## config.mk

```make
export PLATFORM = sky130hd
export DESIGN_NAME = lmsb_queue
export DESIGN_NICKNAME = d
export VERILOG_FILES = /design/src/design/lmsb_queue.sv
export SDC_FILE = /design/constraint.sdc
export NUM_CORES = 1
export LEC_CHECK = 0
export BUFFER_PORTS_ARGS = -buffer_cell sky130_fd_sc_hd__buf_2
export CORE_MARGIN = 10
export CORE_UTILIZATION = 40
export DETAILED_ROUTE_END_ITERATION = 10
export PLACE_DENSITY = 0.7
export SYNTH_ARGS = -nofsm -noshare
export SYNTH_HDL_FRONTEND = slang
export SYNTH_SLANG_ARGS = --single-unit
```

## constraint.sdc

```tcl
create_clock -name i_clk -period 3 [get_ports i_clk]
set_input_delay 0.45 -clock i_clk [delete_from_list [all_inputs] [get_ports i_clk]]
set_output_delay 0.45 -clock i_clk [all_outputs]
set_load 0.005 [all_outputs]
```

## src/design/lmsb_queue.sv

```systemverilog
// ----------------------------------------------------------------------------
// lmsb_queue
// Small register FIFO between front and back end.
// ----------------------------------------------------------------------------
module lmsb_queue #(
    parameter int WIDTH = 8,
    parameter int DEPTH = 2
) (
    input  logic             i_clk,
    input  logic             i_rst_n,
    input  logic             i_push,
    input  logic [WIDTH-1:0] i_data,
    input  logic             i_pop,
    output logic [WIDTH-1:0] o_data,
    output logic             o_valid,
    output logic             o_full
);

    localparam int PW = (DEPTH > 1) ? $clog2(DEPTH) : 1;
    localparam int CW = $clog2(DEPTH + 1);

    logic [WIDTH-1:0] r_mem [DEPTH];
    logic [PW-1:0]    r_head, n_head;
    logic [PW-1:0]    r_tail, n_tail;
    logic [CW-1:0]    r_count, n_count;

    always_comb begin
        n_head  = r_head;
        n_tail  = r_tail;
        n_count = r_count;
        if (i_push) begin
            n_tail  = (r_tail == PW'(DEPTH - 1)) ? '0 : r_tail + 1'b1;
            n_count = n_count + 1'b1;
        end
        if (i_pop) begin
            n_head  = (r_head == PW'(DEPTH - 1)) ? '0 : r_head + 1'b1;
            n_count = n_count - 1'b1;
        end
    end

    always_ff @(posedge i_clk) begin
        if (!i_rst_n) begin
            r_head  <= '0;
            r_tail  <= '0;
            r_count <= '0;
        end else begin
            r_head  <= n_head;
            r_tail  <= n_tail;
            r_count <= n_count;
        end
    end

    always_ff @(posedge i_clk) begin
        if (i_push) begin
            r_mem[r_tail] <= i_data;
        end
    end

    assign o_data  = r_mem[r_head];
    assign o_valid = (r_count != '0);
    assign o_full  = (r_count == CW'(DEPTH));

endmodule

```

# Word-level counts from Yosys, hierarchy flattened
# Memory sizes are Yosys's and may differ from the RTL's. A register that Yosys moved wholly into a read port is not among the register bits.
# Cells that the tools add are included.
dict set report word_totals {
  regBits 4
  mem_bits_rw 16
  in_bits 12
  memories 1
}
# memory words word_bits rd rd_ports_with_merged_regs write_ports line
set mem_list {}
lappend mem_list {r_mem 2 8 1 1 1 22} ;# logic [WIDTH-1:0] r_mem [DEPTH];
dict set report classes {
  add_sub_neg 4
  eq_ne 1
  muxes 8
  reduce_logical 1
}
# operator count
set op_table {}
lappend op_table {{1-bit two-way mux} 6}
lappend op_table {{2-bit two-way mux} 2}
lappend op_table {{1-bit adder (second input constant)} 2}
lappend op_table {{2-bit by 1-bit adder with 2-bit output (second input constant)} 1}
lappend op_table {{2-bit == test (second input constant)} 1}
lappend op_table {{2-bit nonzero test} 1}
lappend op_table {{2-bit by 1-bit subtractor with 2-bit output (second input constant)} 1}

# Longest topological paths before layout
dict set report depth {
  word_depth 4
  ltp_mapped 5
  ltp_nobuf 5
}

# Worst setup path after synthesis
# No wires, ideal clock.
dict set report synth_path {
  path_kind {input to register}
  startpoint {in i_push}
  endpoint {mem r_mem[0][0], enable pin}
  setup_ns 0.373
  arrival_time_ns 1.005
  path_slack_ns 1.622
  stages 2
  path_buffers 1
  cell_sequence {buf_4 -> nor2b_1}
}
dict set report synth_via {
  elab_chain_cells 2
}
# item line
set synth_lines {}
lappend synth_lines {{start, declared} 11} ;# input logic i_push,
lappend synth_lines {{1-bit two-way mux} 54} ;# if (i_push) begin
lappend synth_lines {{1-bit two-way mux (not written as such)} 55} ;# r_mem[r_tail] <= i_data;
lappend synth_lines {{end, declared} 22}
# Every way passes these cells.

==> results.ini <==
[status]
status = complete, no violations

[sta]
finClkSkew_ps = 0.505
setup_viol = 0
grt_setup_unrepaired = false
relSlewSlack_pct = 53.7
tns_ps = 0
tightestPinTransition_ps = 693
finalHoldViolCount = 0
period_needed_ps = 1800
drv_slew = 0
period_share_pct = 60.2
fmax_mhz = 554

[cts]
cts_hold_repair.buffers = 0
worst_skew_pair.late_latency_ps = 290
cts_sinks = 21
htree_levels = 1
root_buffer = clkbuf_4
post-cts-setup-buffers = 0
cts_buffer_depth = 2
cts_tree = built
cts_buffers = 3
clk_pin_slew_ps = 110
cts.repair.resized = 0

[power]
cell_internal_pwr_uw = 424
power_frac_seq_pct = 63.2
powerDensity_nw_per_um2 = 557
p_clk_share_pct = 23.3
leakagePower_nw = 0.394
swShare_pct = 22.8
vdd.ir_drop.worst_v = 0.000275
combPwrFrac_pct = 13.5
p_switching_uw = 125

[floorplanning]
die_y_microns = 65.6
core_area_sq_um = 1960
std_cell_rows = 16
die_area_sq_um = 4300
pin_count = 22
die_width_microns = 65.6
initial_core_util_pct = 42.4

[worst_setup_path]
critPathArrivalTime_ps = 1350
critPathLaunchType = flip-flop
cp.required_ps = 2550
crit_path_max_fanout = 8
crit_type = flip-flop to output pin
reg2reg_setup_slack_ps = 1630
slowest_stage = dfxtp_1
cp_top_family = flip-flops
cp_cell_sequence = mux2_2 -> buf_2
slowest_delay_ps = 550
critical_path_buf_inv_count = 1
cp-end-kind = output pin

[synthesis]
yosysMostFrequentCell = edfxtp_1
syn_area_sq_um = 832
synth-seq-cells = 21
synth-compound-area-share_pct = 2.41
synth_edf_count = 16
synth_mux_area_share_pct = 10.8
yosysTopAreaCellShare_pct = 57.7
yosys.area_share.simple_pct = 7.52
synthTopCellsByArea = edfxtp_1 58%, dfxtp_1 12%, mux2_2 11%
async_flop_share_pct = 0
synth_largest_area_cell = edfxtp_1
syn_nets = 69
synth_top_family_by_area = multiplexers
synthFlopType = edfxtp_1
synth_cell_types = 20
synth-seq-area-share_pct = 69.8
syn_inst = 55
synthAdderAreaFrac_pct = 3.01
synth_commonest_cells = 16 x edfxtp_1, 8 x mux2_2, 5 x dfxtp_1
synth_area_per_cell_sq_um = 15.1
synth_xor_area_share_pct = 3.16
ys_warn_count = 0

[global_routing]
grt_busiest_layer = met2
use_met3_pct = 2.88
grt_pass1_wl_microns = 2270
grtUsageMet2_pct = 11.3
first_global_vias = 528
grt_start_max_net_pins = 13
antenna_found_initial = 0
grt_usage_pct = 6.76
gr-total-overflow = 0
met1_usage_pct = 7.16

[layout]
n_antenna_cell = 0
regArea_sq_um = 581
nFillCells = 192
final_core_utilization_pct = 50.3
layout.nets = 93
drive_above_1_share_pct = 44.9
area_delta_synth_final_pct = 18.5
multi_input_area_sq_um = 224

[routing]
routed_via_density = 4.35
wl_per_cell_microns = 13.2
vias = 457
drt_wl_total_microns = 1390
drtAntennaViolNets = 0
firstDrtPassIters = 4
initialDrtViolationCount = 1
drc = 0

[place]
dp_hpwl_microns = 1080
portBuffers = 21
place_congestion = 0.711

[flow_run]
drv_cap = 0

[min_path]
hp-class = primary input to flip-flop

worst register-to-register path, stage by stage, from the launching register on:
cell     delay (ps)
dfxtp_1         430
inv_2            70
ha_1            300
and3b_2         200
o21ai_0         170
a31oi_1         100
final timing paths:
| path | cells past startpoint | from | to |
|---|---|---|---|
| worst max-delay path | 2 | flip-flop | o_data[0] |
| worst min-delay path | 1 | i_data[0] | r_mem[0][0] |
| worst max register to register | 5 | r_count[0] | r_count[1] |
| worst min register to register | 2 | r_head | r_head |
state kept, by name (all words and copies together), names as in the netlist, named ones only:
signal and flops:
r_mem 16, r_tail 1, r_head 1, r_count 2
power groups by stage:
stage | clock network, mW | registers [mW] | logic (mW)
final | 0.128 | 0.347 | 0.0742
after detailed placement | 0 | 0.354 | 0.0762
after floorplan | 0 | 0.347 | 0.0495
after CTS | 0.131 | 0.347 | 0.0765
after global placement | 0 | 0.353 | 0.0731
after global routing | 0.148 | 0.349 | 0.0855
cells by family after synthesis:
logic type,count (synthesis)
muxes,8
DFF,21
xor gates and xnor gates,3
and+or+nand+nor,12
adders and majority gates,2
buffers and inverters,6
AOI/OAI and AO/OA,3
per-stage QoR:
stage,hold slack [ps],area (sq um),setup WS [ps],std cells,total power [mW]
finish,340,986,1200,105,0.549
global route,317,986,1100,105,0.583
CTS,335,986,1170,105,0.555
detailed placement,514,958,1390,101,0.430
global placement,499,958,1450,101,0.426
floorplan,480,832,1620,55,0.397
routing by layer:
metal,part of all wire [%],vias up
li1,-,238
met1,44,201
met2,49,16
met3,6.1,2
met4,0.72,0
met5,0,-
final cells by class:
class	instances	share of cell area (%)
repair buffers	21	10.7
clock inverters	1	0.508
multi-input cells	28	22.7
well taps	27	3.43
inverters	4	1.52
clock buffers	3	2.28
flip-flops and latches	21	58.9
cells in the final DEF (no fill, tap or decap):
cell type / instances
edfxtp_1: 16
nor2b_1: 1
xnor2_1: 2
a211o_1: 1
nor3_1: 2
mux2_2: 8
inv_2: 1
buf_2: 21
and3b_2: 1
a31oi_1: 1
nand2_1: 1
inv_1: 3
and2_1: 2
ha_1: 2
dfxtp_1: 5
nand3_1: 1
clkbuf_4: 3
nor2_1: 4
clkinv_2: 1
o21ai_0: 1
xor2_1: 1
No activity file was read; power rests on OpenSTA's default activity.
