[config.mk]
export PLATFORM = sky130hd
export DESIGN_NAME = lmsb_front
export DESIGN_NICKNAME = d
export VERILOG_FILES = /design/src/design/lmsb_pkg.sv /design/src/design/lmsb_front.sv
export SDC_FILE = /design/constraint.sdc
export NUM_CORES = 1
export LEC_CHECK = 0
export ABC_AREA = 1
export BUFFER_PORTS_ARGS = -buffer_cell sky130_fd_sc_hd__buf_2
export CAP_MARGIN = 20
export CORE_UTILIZATION = 55
export CTS_BUF_LIST = sky130_fd_sc_hd__clkbuf_8 sky130_fd_sc_hd__clkbuf_16
export DETAILED_ROUTE_END_ITERATION = 7
export PLACE_DENSITY = 0.75
export SLEW_MARGIN = 20
export SYNTH_ARGS = -nofsm -noshare
export SYNTH_HDL_FRONTEND = slang
export SYNTH_SLANG_ARGS = --single-unit
export TNS_END_PERCENT = 10
[constraint.sdc]
create_clock -name i_clk -period 21.7 [get_ports i_clk]
set_clock_uncertainty 0.2 [all_clocks]
set_input_delay 5.425 -clock i_clk [delete_from_list [all_inputs] [get_ports i_clk]]
set_output_delay 5.425 -clock i_clk [all_outputs]
set_load 0.01 [all_outputs]
[src/design/lmsb_pkg.sv]
// ----------------------------------------------------------------------------
// lmsb_pkg
// Shared types and constants of the LED matrix sprite blit block.
// ----------------------------------------------------------------------------
package lmsb_pkg;

    // Default store geometry
    localparam int DEF_MAX_COLS = 64;
    localparam int DEF_MAX_ROWS = 64;

    // Depth of the queue between front and back
    localparam int QUEUE_DEPTH = 2;

    // Field widths
    localparam int ACT_W      = 3;
    localparam int POS_W      = 8;
    localparam int LIN_W      = 14;
    localparam int PIX_W      = 8;
    localparam int DIM_W      = 7;
    localparam int ORG_W      = 8;
    localparam int IDX_W      = 15;   // row * width + col, width and rows below 128
    localparam int CFG_IDX_W  = 3;
    localparam int CFG_DATA_W = 8;

    // Configuration register indexes
    localparam logic [CFG_IDX_W-1:0] CFG_MATRIX_WIDTH  = 3'd0;
    localparam logic [CFG_IDX_W-1:0] CFG_MATRIX_HEIGHT = 3'd1;
    localparam logic [CFG_IDX_W-1:0] CFG_SPRITE_WIDTH  = 3'd2;
    localparam logic [CFG_IDX_W-1:0] CFG_ORIGIN_COL    = 3'd3;
    localparam logic [CFG_IDX_W-1:0] CFG_ORIGIN_ROW    = 3'd4;

    // Configuration reset values
    localparam logic [DIM_W-1:0] RST_MATRIX_WIDTH  = 7'd64;
    localparam logic [DIM_W-1:0] RST_MATRIX_HEIGHT = 7'd64;
    localparam logic [DIM_W-1:0] RST_SPRITE_WIDTH  = 7'd8;
    localparam logic [ORG_W-1:0] RST_ORIGIN        = 8'd0;

    // Pixel value returned by an out-of-range read
    localparam logic [PIX_W-1:0] PIX_OUT_OF_RANGE = 8'hFF;

    // Highest sprite row count, it saturates there
    localparam logic [DIM_W-1:0] SPRITE_ROW_MAX = 7'd127;

    typedef enum logic [ACT_W-1:0] {
        ACT_WRITE_XY  = 3'd0,
        ACT_READ_XY   = 3'd1,
        ACT_WRITE_LIN = 3'd2,
        ACT_READ_LIN  = 3'd3,
        ACT_BLIT      = 3'd4,
        ACT_CLEAR     = 3'd5
    } t_action;

    // What the back end does with a queued operation
    typedef enum logic [1:0] {
        KIND_NONE  = 2'd0,   // no store access, result from data/ok
        KIND_WRITE = 2'd1,   // store write of data
        KIND_READ  = 2'd2,   // store read, result is the read data
        KIND_CLEAR = 2'd3    // sweep the whole store to zero
    } t_kind;

    typedef struct packed {
        t_kind            kind;
        logic [PIX_W-1:0] data;
        logic             ok;
    } t_op;

endpackage

[src/design/lmsb_front.sv]
// ----------------------------------------------------------------------------
// lmsb_front
// Front end: configuration registers, bounds checks, address generation and
// sprite position tracking. Turns each accepted item into one queued operation.
// ----------------------------------------------------------------------------
module lmsb_front #(
    parameter int MAX_COLS = 64,
    parameter int MAX_ROWS = 64
) (
    input  logic                               i_clk,
    input  logic                               i_rst_n,
    input  logic                               i_cfg_we,
    input  logic [lmsb_pkg::CFG_IDX_W-1:0]     i_cfg_index,
    input  logic [lmsb_pkg::CFG_DATA_W-1:0]    i_cfg_data,
    input  logic                               i_accept,
    input  logic [lmsb_pkg::ACT_W-1:0]         i_action,
    input  logic [lmsb_pkg::POS_W-1:0]         i_pos_x,
    input  logic [lmsb_pkg::POS_W-1:0]         i_pos_y,
    input  logic [lmsb_pkg::LIN_W-1:0]         i_linear_index,
    input  logic [lmsb_pkg::PIX_W-1:0]         i_pixel_value,
    input  logic                               i_sprite_last,
    output lmsb_pkg::t_op                      o_op,
    output logic [$clog2(MAX_COLS*MAX_ROWS)-1:0] o_addr
);

    import lmsb_pkg::*;

    localparam int AW = $clog2(MAX_COLS * MAX_ROWS);

    // Configuration
    logic [DIM_W-1:0] r_matrix_width;
    logic [DIM_W-1:0] r_matrix_height;
    logic [DIM_W-1:0] r_sprite_width;
    logic [ORG_W-1:0] r_origin_col;
    logic [ORG_W-1:0] r_origin_row;

    // Blit progress
    logic [DIM_W-1:0] r_sprite_col, n_sprite_col;
    logic [DIM_W-1:0] r_sprite_row, n_sprite_row;
    logic             r_blit_stopped, n_blit_stopped;
    logic             r_sprite_nonzero, n_sprite_nonzero;

    t_action            act;
    logic [DIM_W-1:0]   eff_w, eff_h, sw;
    logic [ORG_W:0]     mc, mr;         // signed sprite pixel position
    logic               stop_now, blit_in, nz, val_nz;
    logic               xy_in, lin_in;
    logic [DIM_W-1:0]   row_term, col_term;
    logic [2*DIM_W-1:0] row_prod, area;
    logic [IDX_W-1:0]   idx_rc, idx_sel;
    logic [DIM_W:0]     col_inc;

    always_ff @(posedge i_clk) begin
        if (!i_rst_n) begin
            r_matrix_width  <= RST_MATRIX_WIDTH;
            r_matrix_height <= RST_MATRIX_HEIGHT;
            r_sprite_width  <= RST_SPRITE_WIDTH;
            r_origin_col    <= RST_ORIGIN;
            r_origin_row    <= RST_ORIGIN;
        end else if (i_cfg_we) begin
            unique case (i_cfg_index)
                CFG_MATRIX_WIDTH:  r_matrix_width  <= i_cfg_data[DIM_W-1:0];
                CFG_MATRIX_HEIGHT: r_matrix_height <= i_cfg_data[DIM_W-1:0];
                CFG_SPRITE_WIDTH:  r_sprite_width  <= i_cfg_data[DIM_W-1:0];
                CFG_ORIGIN_COL:    r_origin_col    <= i_cfg_data[ORG_W-1:0];
                CFG_ORIGIN_ROW:    r_origin_row    <= i_cfg_data[ORG_W-1:0];
                default: ;
            endcase
        end
    end

    always_comb begin
        act   = t_action'(i_action);
        eff_w = (int'(r_matrix_width) > MAX_COLS) ? DIM_W'(MAX_COLS) : r_matrix_width;
        eff_h = (int'(r_matrix_height) > MAX_ROWS) ? DIM_W'(MAX_ROWS) : r_matrix_height;
        sw    = (r_sprite_width == '0) ? DIM_W'(1) : r_sprite_width;

        // sprite pixel position on the matrix
        mc = {r_origin_col[ORG_W-1], r_origin_col} + {2'b00, r_sprite_col};
        mr = {r_origin_row[ORG_W-1], r_origin_row} + {2'b00, r_sprite_row};

        stop_now = r_blit_stopped || ($signed(mr) >= $signed({2'b00, eff_h}));
        blit_in  = !stop_now && !mc[ORG_W] && ($signed(mc) < $signed({2'b00, eff_w}))
                   && !mr[ORG_W];
        val_nz   = (i_pixel_value != '0);
        nz       = r_sprite_nonzero || val_nz;

        xy_in  = !i_pos_x[POS_W-1] && (i_pos_x[DIM_W-1:0] < eff_w)
                 && !i_pos_y[POS_W-1] && (i_pos_y[DIM_W-1:0] < eff_h);
        area   = {{DIM_W{1'b0}}, eff_w} * {{DIM_W{1'b0}}, eff_h};
        lin_in = !i_linear_index[LIN_W-1]
                 && ({1'b0, i_linear_index[LIN_W-2:0]} < area);

        // one row-major address unit, shared by xy access and blit
        row_term = (act == ACT_BLIT) ? mr[DIM_W-1:0] : i_pos_y[DIM_W-1:0];
        col_term = (act == ACT_BLIT) ? mc[DIM_W-1:0] : i_pos_x[DIM_W-1:0];
        row_prod = {{DIM_W{1'b0}}, row_term} * {{DIM_W{1'b0}}, eff_w};
        idx_rc   = {1'b0, row_prod} + IDX_W'(col_term);
        idx_sel  = (act == ACT_WRITE_LIN || act == ACT_READ_LIN)
                   ? IDX_W'(i_linear_index[LIN_W-2:0]) : idx_rc;
        o_addr   = AW'(idx_sel);

        o_op.kind = KIND_NONE;
        o_op.data = '0;
        o_op.ok   = 1'b0;
        unique case (act)
            ACT_WRITE_XY: begin
                if (xy_in) begin
                    o_op.kind = KIND_WRITE;
                    o_op.data = i_pixel_value;
                    o_op.ok   = 1'b1;
                end
            end
            ACT_READ_XY: begin
                if (xy_in) o_op.kind = KIND_READ;
                else       o_op.data = PIX_OUT_OF_RANGE;
            end
            ACT_WRITE_LIN: begin
                if (lin_in) begin
                    o_op.kind = KIND_WRITE;
                    o_op.data = i_pixel_value;
                    o_op.ok   = 1'b1;
                end
            end
            ACT_READ_LIN: begin
                if (lin_in) o_op.kind = KIND_READ;
                else        o_op.data = PIX_OUT_OF_RANGE;
            end
            ACT_BLIT: begin
                // negative sprite pixel clears, positive writes, zero skips
                if (blit_in && val_nz) begin
                    o_op.kind = KIND_WRITE;
                    o_op.data = i_pixel_value[PIX_W-1] ? '0 : i_pixel_value;
                end
                o_op.ok = i_sprite_last && nz;
            end
            ACT_CLEAR: o_op.kind = KIND_CLEAR;
            default: ;
        endcase
    end

    // sprite raster position, wraps at the sprite width
    always_comb begin
        col_inc          = {1'b0, r_sprite_col} + 1'b1;
        n_sprite_col     = r_sprite_col;
        n_sprite_row     = r_sprite_row;
        n_blit_stopped   = r_blit_stopped;
        n_sprite_nonzero = r_sprite_nonzero;
        if (i_accept && act == ACT_BLIT) begin
            if (i_sprite_last) begin
                n_sprite_col     = '0;
                n_sprite_row     = '0;
                n_blit_stopped   = 1'b0;
                n_sprite_nonzero = 1'b0;
            end else begin
                n_blit_stopped   = stop_now;
                n_sprite_nonzero = nz;
                if (col_inc >= {1'b0, sw}) begin
                    n_sprite_col = '0;
                    if (r_sprite_row < SPRITE_ROW_MAX) n_sprite_row = r_sprite_row + 1'b1;
                end else begin
                    n_sprite_col = col_inc[DIM_W-1:0];
                end
            end
        end
    end

    always_ff @(posedge i_clk) begin
        if (!i_rst_n) begin
            r_sprite_col     <= '0;
            r_sprite_row     <= '0;
            r_blit_stopped   <= 1'b0;
            r_sprite_nonzero <= 1'b0;
        end else begin
            r_sprite_col     <= n_sprite_col;
            r_sprite_row     <= n_sprite_row;
            r_blit_stopped   <= n_blit_stopped;
            r_sprite_nonzero <= n_sprite_nonzero;
        end
    end

endmodule

=== Yosys cells after proc, flatten, opt, wreduce, memory -nomap -nowiden ===
Index checks and enable logic that the tools add are counted.

* Input port bits: 57
* Bits in registers: 53
* Output and inout bits: 23
* Logic and storage cells: 89

* Equality and inequality tests: 9
* Multiplexer cells: 24
* Multiply operators: 2
* Add/subtract/negate cells: 5
* Reductions and logical operators: 31
* $lt $le $gt $ge: 9

{| class="wikitable"
|+ Operator list
! kind !! number
|-
| 2-to-1 mux 7 bit || 11
|-
| one-hot mux 8 bit (5 select lines) || 1
|-
| 2-to-1 mux 10 bit || 2
|-
| adder 8 x 8 -> 9 bit || 2
|-
| 2-to-1 mux 8 bit || 2
|-
| > comparator 7 bit, second input constant || 2
|-
| less-than comparator 13 x 14 -> 1 bit || 1
|-
| less-than comparator 7 bit || 2
|-
| multiplier 7 x 7 -> 14 bit || 1
|-
| adder 12 x 7 -> 12 bit || 1
|-
| == test 3 x 2 -> 1 bit, second input constant || 4
|-
| multiplier 7 x 7 -> 12 bit || 1
|-
| 2-to-1 mux 12 bit || 1
|-
| one-hot mux 2 bit (6 select lines) || 1
|-
| logical AND 1 bit || 10
|-
| AND reduction 2 bit || 5
|-
| == test 3 bit, second input constant || 3
|-
| greater-or-equal comparator 9 x 8 -> 1 bit || 1
|-
| less-than comparator 9 x 8 -> 1 bit || 1
|-
| 2-to-1 mux 9 bit || 1
|-
| adder 7 x 1 -> 8 bit, second input constant || 1
|-
| greater-or-equal comparator 8 x 7 -> 1 bit || 1
|-
| nonzero test 8 bit || 1
|-
| adder 7 x 1 -> 7 bit, second input constant || 1
|-
| 11 further kinds || 23
|}

=== Longest topological paths before layout ===
Gate-level depths: netlist of the first run.

* Word-level depth: 11
* Gate-level depth with buffers: 34

=== Least setup slack after synthesis of the first run ===
No wires, ideal clock.

* Kind: input -> output
* From: input i_action[0] (netlist bit)
* To: output o_addr[10]
* Stages on the path: 24
* Path buffers: 1
* Data required time: 16.075 ns
* Arrival: 9.728 ns
* Setup slack: 6.347 ns
* Cells stage by stage: nor2_1 > nand2_2 > inv_2 > buf_4 > o21ai_0 > inv_1 > nor2_1 > fa_1 > fa_1 > inv_1 > fa_1 > fa_1 > inv_1 > ha_1 > a21oi_1 > nand2_1 > nand2_1 > nand2_1 > a21oi_1 > inv_1 > a21oi_1 > o21ai_0 > xnor2_1 > o21ai_0

* Cells in the longest elaborated chain, start to end: 5
* Elaborated cells between the ends (all ways): 9
* Those cells by class: 1 x add/sub; 1 x mul; 3 x eq/ne; 3 x mux; 1 x reduce/logical

{| class="wikitable"
|+ Ends and longest elaborated chain
! item !! RTL line !! RTL
|-
| start, declared || lmsb_front.sv:16 || <nowiki>input logic [lmsb_pkg::ACT_W-1:0] i_action,</nowiki>
|-
| == test 3 bit || lmsb_front.sv:95, lmsb_front.sv:96 ||
|-
| 2-to-1 mux 7 bit || lmsb_front.sv:95 || <nowiki>row_term = (act == ACT_BLIT) ? mr[DIM_W-1:0] : i_pos_y[DIM_W-1:0];</nowiki>
|-
| multiplier 7 x 7 -> 12 bit || lmsb_front.sv:97 || <nowiki>row_prod = {{DIM_W{1'b0}}, row_term} * {{DIM_W{1'b0}}, eff_w};</nowiki>
|-
| adder 12 x 7 -> 12 bit || lmsb_front.sv:98 || <nowiki>idx_rc = {1'b0, row_prod} + IDX_W'(col_term);</nowiki>
|-
| 2-to-1 mux 12 bit * || lmsb_front.sv:100 || <nowiki>? IDX_W'(i_linear_index[LIN_W-2:0]) : idx_rc;</nowiki>
|-
| end, declared || lmsb_front.sv:23 || <nowiki>output logic [$clog2(MAX_COLS*MAX_ROWS)-1:0] o_addr</nowiki>
|}

Mark *: on every way between the ends. The rest lies on a longest branch, timed or not.

=== Worst setup path in the final report of the first run ===
Ends and elaborated chain as after synthesis.

==> results of run 1 <==
## metal layers
metal  GRT usage  wire length, um  up-vias
li1            -                -     3626
met1       0.343             8380     3265
met2       0.491             9090      175
met3      0.0271              821       25
met4      0.0805              393        0
met5           0                0        -
## state kept, by name, summed over array words and instances (netlist names), 7 cells and up
register	flops
r_matrix_width	7
r_matrix_height	7
r_sprite_row	7
r_origin_row	8
r_sprite_col	7
r_origin_col	8
r_sprite_width	7
## logic make-up (layout without fill, tap and decap cells)
family / count (synthesis) / count (layout)
buffers and inverters: 204 / 273
AND/OR/NAND/NOR: 479 / 479
adder cells (fa/ha/maj): 175 / 175
XOR/XNOR: 34 / 34
multiplexers: 1 / 1
AO/OA/AOI/OAI: 151 / 151
flip-flops: 53 / 53
## synthesized netlist by cell type (3+ instances only)
| cell type | n |
|---|---|
| a211oi_1 | 3 |
| a21o_1 | 3 |
| a21oi_1 | 64 |
| buf_1 | 5 |
| clkbuf_1 | 11 |
| dfxtp_1 | 53 |
| fa_1 | 56 |
| ha_1 | 119 |
| inv_1 | 183 |
| nand2_1 | 221 |
| nand2_2 | 6 |
| nand3_1 | 47 |
| nand3_2 | 3 |
| nand4_1 | 13 |
| nor2_1 | 163 |
| nor2_2 | 5 |
| nor2_4 | 4 |
| nor3_1 | 5 |
| o211ai_1 | 4 |
| o21ai_0 | 56 |
| o21ai_1 | 3 |
| o21bai_1 | 5 |
| or2_2 | 4 |
| xnor2_1 | 8 |
| xor2_1 | 26 |
## worst paths after layout
path / cells past startpoint / to / slack, ns / from
setup / recovery: 25 / o_addr[10] / 5.71 / i_action[0]
hold reg to reg: 2 / r_origin_col[0] / 0.25 / r_origin_col[0]
hold / removal: 2 / r_origin_col[0] / 0.25 / r_origin_col[0]
setup reg to reg: 15 / r_blit_stopped / 18.62 / r_sprite_row[0]
## placed cells by master (no fill, tap or decap), types with 8 or more instances in the layout
| cell | instances |
|---|---|
| buf_2 | 79 |
| a21oi_1 | 64 |
| fa_1 | 56 |
| xor2_1 | 26 |
| nor2_1 | 162 |
| dfxtp_1 | 53 |
| nand2_1 | 221 |
| ha_1 | 119 |
| o21ai_0 | 56 |
| inv_1 | 183 |
| xnor2_1 | 8 |
| nand4_1 | 13 |
| nand3_1 | 47 |
## layout make-up
type                    count  area, sq um
multi-input cells         840         5790
fillers                  1272         5090
flip-flops and latches     53         1060
inverters                 186          698
repair buffers             79          395
well taps                 176          220
clock buffers               5          125
clock inverters             3         22.5
## metrics by stage
stage	total power [mW]	area, sq um	util	hold WS [ns]	instances
finish	0.278	8310	0.620	0.251	1342
global route	0.297	8310	0.620	0.279	1342
CTS	0.280	8310	0.620	0.255	1342
detailed placement	0.199	8160	0.609	0.242	1334
global placement	0.198	8160	0.609	0.240	1334
floorplan	0.169	7620	-	0.228	1097
## power breakdown
part	internal, mW	switching (mW)
Clock	0.0428	0.0380
Combinational	0.0366	0.0588
Sequential	0.0998	0.00215
## worst reg2reg max path: cells and delay by family, from the launching register on
family / cells / cell delay, ns
adders and majority gates: 3 / 0.94
DFF: 1 / 0.36
xor gates and xnor gates: 1 / 0.34
and+or+nand+nor: 6 / 0.50
AOI/OAI and AO/OA: 5 / 0.61
==> run_results.csv, run 1 <==
group,metric,value,unit
outcome,status,"finished, final reports clean",
die,coreArea,0.0134,sq mm
die,num_rows,42,
synth,syn-num-nets,1329,
clock_tree,cts_setup_buffers,0,
synth,yosys.area.top_type_share,0.195,
clock_tree,cts_buffers,5,
synth,synth_xor_xnor_area_share,0.0391,
critical_path,slowest_stage,"fa_1",
critical_path,cp.arrival,10.36,ns
pwr,power.density,33.5,mW/mm^2
synth,ys_top_cells_by_area,"ha_1 (20%), fa_1 (15%), dfxtp_1 (14%)",
synth,synth_mux_area_frac,0.00131,
job,maxCapViolCount,0,
clock_tree,hold_buffers,0,
clock_tree,root_buffer,"clkbuf_16",
drt,wirelength,18.7,mm
die,dieArea,0.0143,sq mm
layout,antennaDiodeCount,0,
synth,synth_top_area_cell,"ha_1",
synth,syn_area,0.00762,sq mm
sta,fin_crit_sh,0.737,
drt,vias,7091,
pwr,leakagePower,4.51,nW
clock_tree,cts_resized,0,
hold_path,hold_class,"flop to flop",
critical_path,cp_max_fo,16,
die,die_w,120,um
sta,fmaxAchievable,62.6,MHz
sta,hold_violations,0,
sta,slew_viol_final,0,
placement,io_buffers,79,
synth,synth_top_family_by_area,"adder cells",
critical_path,cp-start-kind,"input pin",
critical_path,path_buf_inv,7,
synth,seq_area_frac_synth,0.139,
clock_tree,cts_buffer_depth,2,
sta,setup-tns-final,0,ns
grt,grt_max_degree,40,
grt,first_global_vias,6696,
layout,layout-drive-gt1-share,0.102,
synth,syn_avg_cell_area,6.95,sq um
synth,syn_inst,1097,
placement,pre_cts_slack,5.75,ns
clock_tree,cts_tree,"built",
pwr,vdd_drop_max,0.0551,mV
drt,routedWlPerCell,13.9,um
clock_tree,cts-htree-levels,2,
clock_tree,clk-insertion-delay-late,0.30,ns
grt,globalRoute.totalOverflow,0,
grt,grt_pass1_wl,31.3,mm
layout,fin_nets,1397,
placement,routabilityCongestion,0.898,
critical_path,worstSetupPathType,"input pin to output pin",
clock_tree,clock-sinks,53,
synth,async_reset_ff_frac,0,
critical_path,cpPeakStageDelay,0.55,ns
synth,synth.yosys.warnings,0,
synth,synth_edf_count,0,
drt,routed_via_density,5.28,
sta,tightestPinTransition,0.680,ns
synth,synth_seq_cells,53,
synth,synthSimpleGateAreaFrac,0.266,
die,pin_count,80,
placement,dp_hpwl,15.5,mm
drt,first_iter_violations,344,
drt,first_pass_iters,6,
synth,synthAdderAreaFrac,0.342,
sta,min_period,15.99,ns
synth,synth_compound_area_frac,0.110,
sta,rsz0062_at_grt,"false",
grt,antenna_found_initial,0,
synth,synth_ff_type,"dfxtp_1",
critical_path,path_delay_family,"adder cells",
critical_path,worstPathRequired,16.07,ns
grt,grt_usage,0.273,
sta,max_slew_margin,0.546,
drt,drcViolationCount,0,
synth,synth.distinct_cells,46,
drt,postRouteAntennaNets,0,
clock_tree,clkTransAtPathRegs,0.07,ns
die,die_y,120,um
sta,setup_slack,5.71,ns
sta,setup-violations-final,0,
critical_path,endpoint_kind,"output pin",
die,initial_core_util,0.569,
layout,syn2layout_area_growth,9.06,%
Power figures use the tool's default switching activity.
==> run 2, diff against run 1 <==
==> constraint.sdc (replaced) <==
create_clock -name i_clk -period 16.1 [get_ports i_clk]
set_clock_uncertainty 0.2 [all_clocks]
set_input_delay 4.025 -clock i_clk [delete_from_list [all_inputs] [get_ports i_clk]]
set_output_delay 4.025 -clock i_clk [all_outputs]
set_load 0.01 [all_outputs]
==> run 2 against run 1 <==
Critical endpoint is now o_addr[11]; non-clock buffer count stayed put; critical path type unchanged; via count shrank 0.73%; clock power increased by 34%; final cell count unchanged.
==> run_results.csv, run 2 (synthesis gave the netlist of run 1 again) <==
group,metric,value,unit
sta,tightestPinTransition,0.705,ns
critical_path,worstPathRequired,11.88,ns
placement,dp_hpwl,15.5,mm
grt,first_global_vias,6778,
grt,grt_usage,0.272,
critical_path,cpPeakStageDelay,0.56,ns
drt,vias,7039,
drt,routedWlPerCell,14.0,um
clock_tree,cts_setup_buffers,0,
drt,postRouteAntennaNets,0,
sta,finalHoldWorstSlack,0.251,ns
layout,num-fill-cells,1298,
grt,antenna_found_initial,0,
clock_tree,clk-insertion-delay-late,0.30,ns
outcome,status,"finished, final reports clean",
critical_path,cp_max_fo,16,
placement,io_buffers,79,
layout,layout-drive-gt1-share,0.102,
die,die_y,120,um
sta,slew_viol_final,0,
pwr,vdd_drop_max,0.0612,mV
sta,fmaxAchievable,75.8,MHz
clock_tree,cts_buffers,5,
placement,dpl-instance-area,0.00816,sq mm
critical_path,slowest_stage,"fa_1",
drt,routed_via_density,5.25,
clock_tree,cts-htree-levels,2,
clock_tree,clkTransAtPathRegs,0.07,ns
sta,hold_violations,0,
drt,wirelength,18.7,mm
drt,first_pass_iters,5,
layout,syn2layout_area_growth,9.06,%
die,dieArea,0.0143,sq mm
job,maxCapViolCount,0,
sta,rsz0062_at_grt,"false",
layout,fin_area,0.00831,sq mm
clock_tree,clock-sinks,53,
die,die_w,120,um
sta,setup-violations-final,0,
drt,first_iter_violations,308,
critical_path,worstSetupPathType,"input pin to output pin",
hold_path,hold_class,"flop to flop",
die,num_rows,42,
die,initial_core_util,0.569,
grt,globalRoute.totalOverflow,0,
layout,fin_nets,1397,
grt,grt_pass1_wl,31.2,mm
grt,grt_max_degree,40,
layout,final_cell_mix,"nand2_1 (221), inv_1 (183), nor2_1 (162), ha_1 (119), buf_2 (79)",
sta,setup-tns-final,0,ns
clock_tree,root_buffer,"clkbuf_16",
layout,reg_top3,"r_origin_col: 8 flops, r_origin_row: 8 flops",
placement,routabilityCongestion,0.898,
die,coreArea,0.0134,sq mm
critical_path,cp-start-kind,"input pin",
critical_path,cp.arrival,8.97,ns
clock_tree,cts_resized,0,
pwr,leakagePower,4.51,nW
clock_tree,cts_tree,"built",
clock_tree,hold_buffers,0,
die,pin_count,80,
layout,layout_commonest_cell,"nand2_1",
critical_path,endpoint_kind,"output pin",
sta,max_slew_margin,0.529,
clock_tree,cts_buffer_depth,2,
sta,min_period,13.20,ns
pwr,power.density,45.0,mW/mm^2
layout,antennaDiodeCount,0,
drt,drcViolationCount,0,
sta,fin_crit_sh,0.820,
run 2: cell counts in the layout (fill, tap and decap cells not counted):
No cell type changed its count.
run 2: per-stage QoR:
| step | power [mW] | setup WS, ns | util | cells |
|---|---|---|---|---|
| detailed placement | 0.268 | 2.97 | 0.609 | 1334 |
| global route | 0.401 | 2.33 | 0.620 | 1342 |
| finish | 0.374 | 2.90 | 0.620 | 1342 |
| global placement | 0.266 | 3.03 | 0.609 | 1334 |
| CTS | 0.377 | 2.95 | 0.620 | 1342 |
| floorplan | 0.227 | 3.55 | - | 1097 |
run 2: final cells by class:
type                            instances  area, sq um  area share
Multi-Input combinational cell        840         5790       0.697
Sequential cell                        53         1060       0.128
Tap cell                              176          220      0.0265
Clock inverter                          3         22.5     0.00271
Inverter                              186          698      0.0840
Timing Repair Buffer                   79          395      0.0476
Clock buffer                            5          125      0.0151
run 2: per-layer routing:
layer / global-route usage / vias up / wire length [um]
li1: - / 3623 / -
met5: 0 / - / 0
met1: 0.339 / 3205 / 8480
met4: 0.102 / 0 / 546
met2: 0.484 / 175 / 8950
met3: 0.0271 / 36 / 767
run 2: final timing paths:
check | start | end | slack, ns | depth (start not counted)
setup / recovery | i_action[0] | o_addr[11] | 2.90 | 25
setup reg to reg | r_sprite_row[0] | r_blit_stopped | 13.04 | 15
hold / removal | r_origin_col[0] | r_origin_col[0] | 0.25 | 2
hold reg to reg | r_origin_col[0] | r_origin_col[0] | 0.25 | 2
run 2: power breakdown:
part	internal, mW	total, mW	switching [mW]
Combinational	0.0493	0.128	0.0791
Clock	0.0577	0.108	0.0503
Sequential	0.134	0.137	0.00291
Total	0.241	0.374	0.132
run 2: critical path: cells and delay by family:
| family | cells | cell delay [ns] |
|---|---|---|
| fa+ha+maj | 5 | 2.37 |
| compound gates | 4 | 1.05 |
| simple gates | 9 | 0.90 |
| buf+inv | 7 | 0.63 |
==> run 3, diff against run 2 <==
==> constraint.sdc (replaced) <==
create_clock -name i_clk -period 13.01 [get_ports i_clk]
set_clock_uncertainty 0.2 [all_clocks]
set_input_delay 3.2525 -clock i_clk [delete_from_list [all_inputs] [get_ports i_clk]]
set_output_delay 3.2525 -clock i_clk [all_outputs]
set_load 0.01 [all_outputs]
==> run 3 against run 2 <==
Die area unchanged; via count rose by 0.27%; final area stayed put; register-to-register slack worse by 3.1 ns; hold slack about the same; final cell count unchanged; sequential share of layout area stayed put; first-iteration DRC count is 5.8% lower; non-clock buffer count unchanged; sequential cell count did not move; largest cell class unchanged.
==> run_results.csv, run 3 (synthesis gave the netlist of run 1 again) <==
group,metric,value,unit
outcome,status,"finished, final reports clean",
sta,min_period,11.64,ns
pwr,p_comb_frac,0.343,
drt,first_pass_iters,5,
grt,first_global_vias,6646,
critical_path,cpPeakStageDelay,0.54,ns
sta,slew_viol_final,0,
clock_tree,cts_tree,"built",
pwr,leakagePower,4.51,nW
critical_path,cp-start-kind,"input pin",
die,dieArea,0.0143,sq mm
die,num_rows,42,
critical_path,cp_max_fo,16,
clock_tree,clkTransAtPathRegs,0.07,ns
critical_path,worstSetupPathType,"input pin to output pin",
die,pin_count,80,
sta,fmaxAchievable,85.9,MHz
layout,layout-drive-gt1-share,0.102,
pwr,switching_share,0.354,
drt,drcViolationCount,0,
grt,globalRoute.totalOverflow,0,
critical_path,cp.arrival,8.19,ns
critical_path,worstRegToRegCells,15,
critical_path,cp-startpoint,"i_action[0]",
critical_path,r2r_end,"r_blit_stopped",
drt,vias,7058,
drt,routed_via_density,5.26,
grt,grt_usage,0.272,
grt,grt_max_degree,40,
layout,fin_area,0.00831,sq mm
critical_path,cp_num_cells,25,
critical_path,endpoint_kind,"output pin",
clock_tree,clock-sinks,53,
clock_tree,cts_resized,0,
die,initial_core_util,0.569,
sta,setup-violations-final,0,
clock_tree,clk-insertion-delay-late,0.30,ns
sta,hold_violations,0,
clock_tree,cts-htree-levels,2,
critical_path,worstPathRequired,9.56,ns
layout,layout_commonest_cell,"nand2_1",
pwr,p_total,0.463,mW
placement,dp_hpwl,15.5,mm
job,maxCapViolCount,0,
grt,antenna_found_initial,0,
pwr,p_int,0.299,mW
placement,routabilityCongestion,0.898,
pwr,switchingPower,0.164,mW
sta,tightestPinTransition,0.715,ns
die,die_y,120,um
grt,grt_pass1_wl,31.1,mm
critical_path,critical_path.reg2reg.startpoint,"r_sprite_row[0]",
critical_path,worstSetupEndpoint,"o_addr[10]",
layout,reg_top3,"r_origin_col: 8 flops, r_origin_row: 8 flops",
layout,fin_nets,1397,
drt,first_iter_violations,290,
layout,syn2layout_area_growth,9.06,%
pwr,power_frac_seq,0.367,
sta,setup-tns-final,0,ns
pwr,vdd_drop_max,0.0919,mV
placement,io_buffers,79,
sta,rsz0062_at_grt,"false",
clock_tree,cts_setup_buffers,0,
die,die_w,120,um
sta,max_slew_margin,0.522,
layout,antennaDiodeCount,0,
pwr,power.density,55.7,mW/mm^2
drt,postRouteAntennaNets,0,
sta,fin_crit_sh,0.895,
clock_tree,cts_buffers,5,
clock_tree,hold_buffers,0,
placement,dpl-instance-area,0.00816,sq mm
clock_tree,root_buffer,"clkbuf_16",
critical_path,slowest_stage,"fa_1",
clock_tree,cts_buffer_depth,2,
critical_path,path_delay_family,"adder cells",
critical_path,path_buf_inv,7,
hold_path,hold_class,"flop to flop",
drt,routedWlPerCell,13.9,um
critical_path,ff2ff_setup_slack,9.92,ns
die,coreArea,0.0134,sq mm
drt,wirelength,18.7,mm
layout,final_cell_mix,"nand2_1 (221), inv_1 (183), nor2_1 (162), ha_1 (119), buf_2 (79)",
pwr,clkPwrFrac,0.289,
[run 3: per-stage QoR]
step	setup slack [ns]	utilization	hold slack, ns	std cells
after floorplan	2.00	-	0.228	1097
after global placement	1.49	0.609	0.240	1334
after detailed placement	1.38	0.609	0.241	1334
after CTS	1.37	0.620	0.253	1342
after global routing	0.840	0.620	0.276	1342
final	1.37	0.620	0.251	1342
[run 3: per-layer routing]
layer	GRT usage	up-vias	wire length (um)
met3	0.0228	46	669
met1	0.338	3224	8460
li1	-	3625	-
met4	0.102	0	637
met2	0.487	163	8890
met5	0	-	0
[run 3: layout make-up]
type	instances	area, sq um
multi-input combinational	840	5790
tap	176	220
fill	1312	5090
clock buffer	5	125
clock inverter	3	22.5
sequential	53	1060
timing repair buffer	79	395
inverter	186	698
[run 3: worst min path at each step]
stage / from / endpoint / slack (ns) / cells after the start
floorplan: r_origin_col[2] / r_origin_col[2] / 0.23 / 2
global placement: r_origin_col[2] / r_origin_col[2] / 0.24 / 2
detailed placement: r_origin_col[5] / r_origin_col[5] / 0.24 / 2
CTS: r_origin_col[5] / r_origin_col[5] / 0.25 / 2
global route: r_origin_col[5] / r_origin_col[5] / 0.28 / 2
finish: r_origin_col[0] / r_origin_col[0] / 0.25 / 2
[run 3: power groups by stage]
stage / logic (mW) / registers (mW) / clock network (mW)
floorplan: 0.109 / 0.172 / 0
global placement: 0.156 / 0.174 / 0
detailed placement: 0.159 / 0.174 / 0
CTS: 0.160 / 0.170 / 0.137
global route: 0.182 / 0.171 / 0.143
finish: 0.159 / 0.170 / 0.134
[run 3: worst register-to-register path: cells and delay by family (launching register included)]
family	cells	cell delay [ns]
adder cells (fa/ha/maj)	3	0.94
AO/OA/AOI/OAI	5	0.63
AND/OR/NAND/NOR	6	0.51
flip-flops	1	0.36
XOR/XNOR	1	0.34
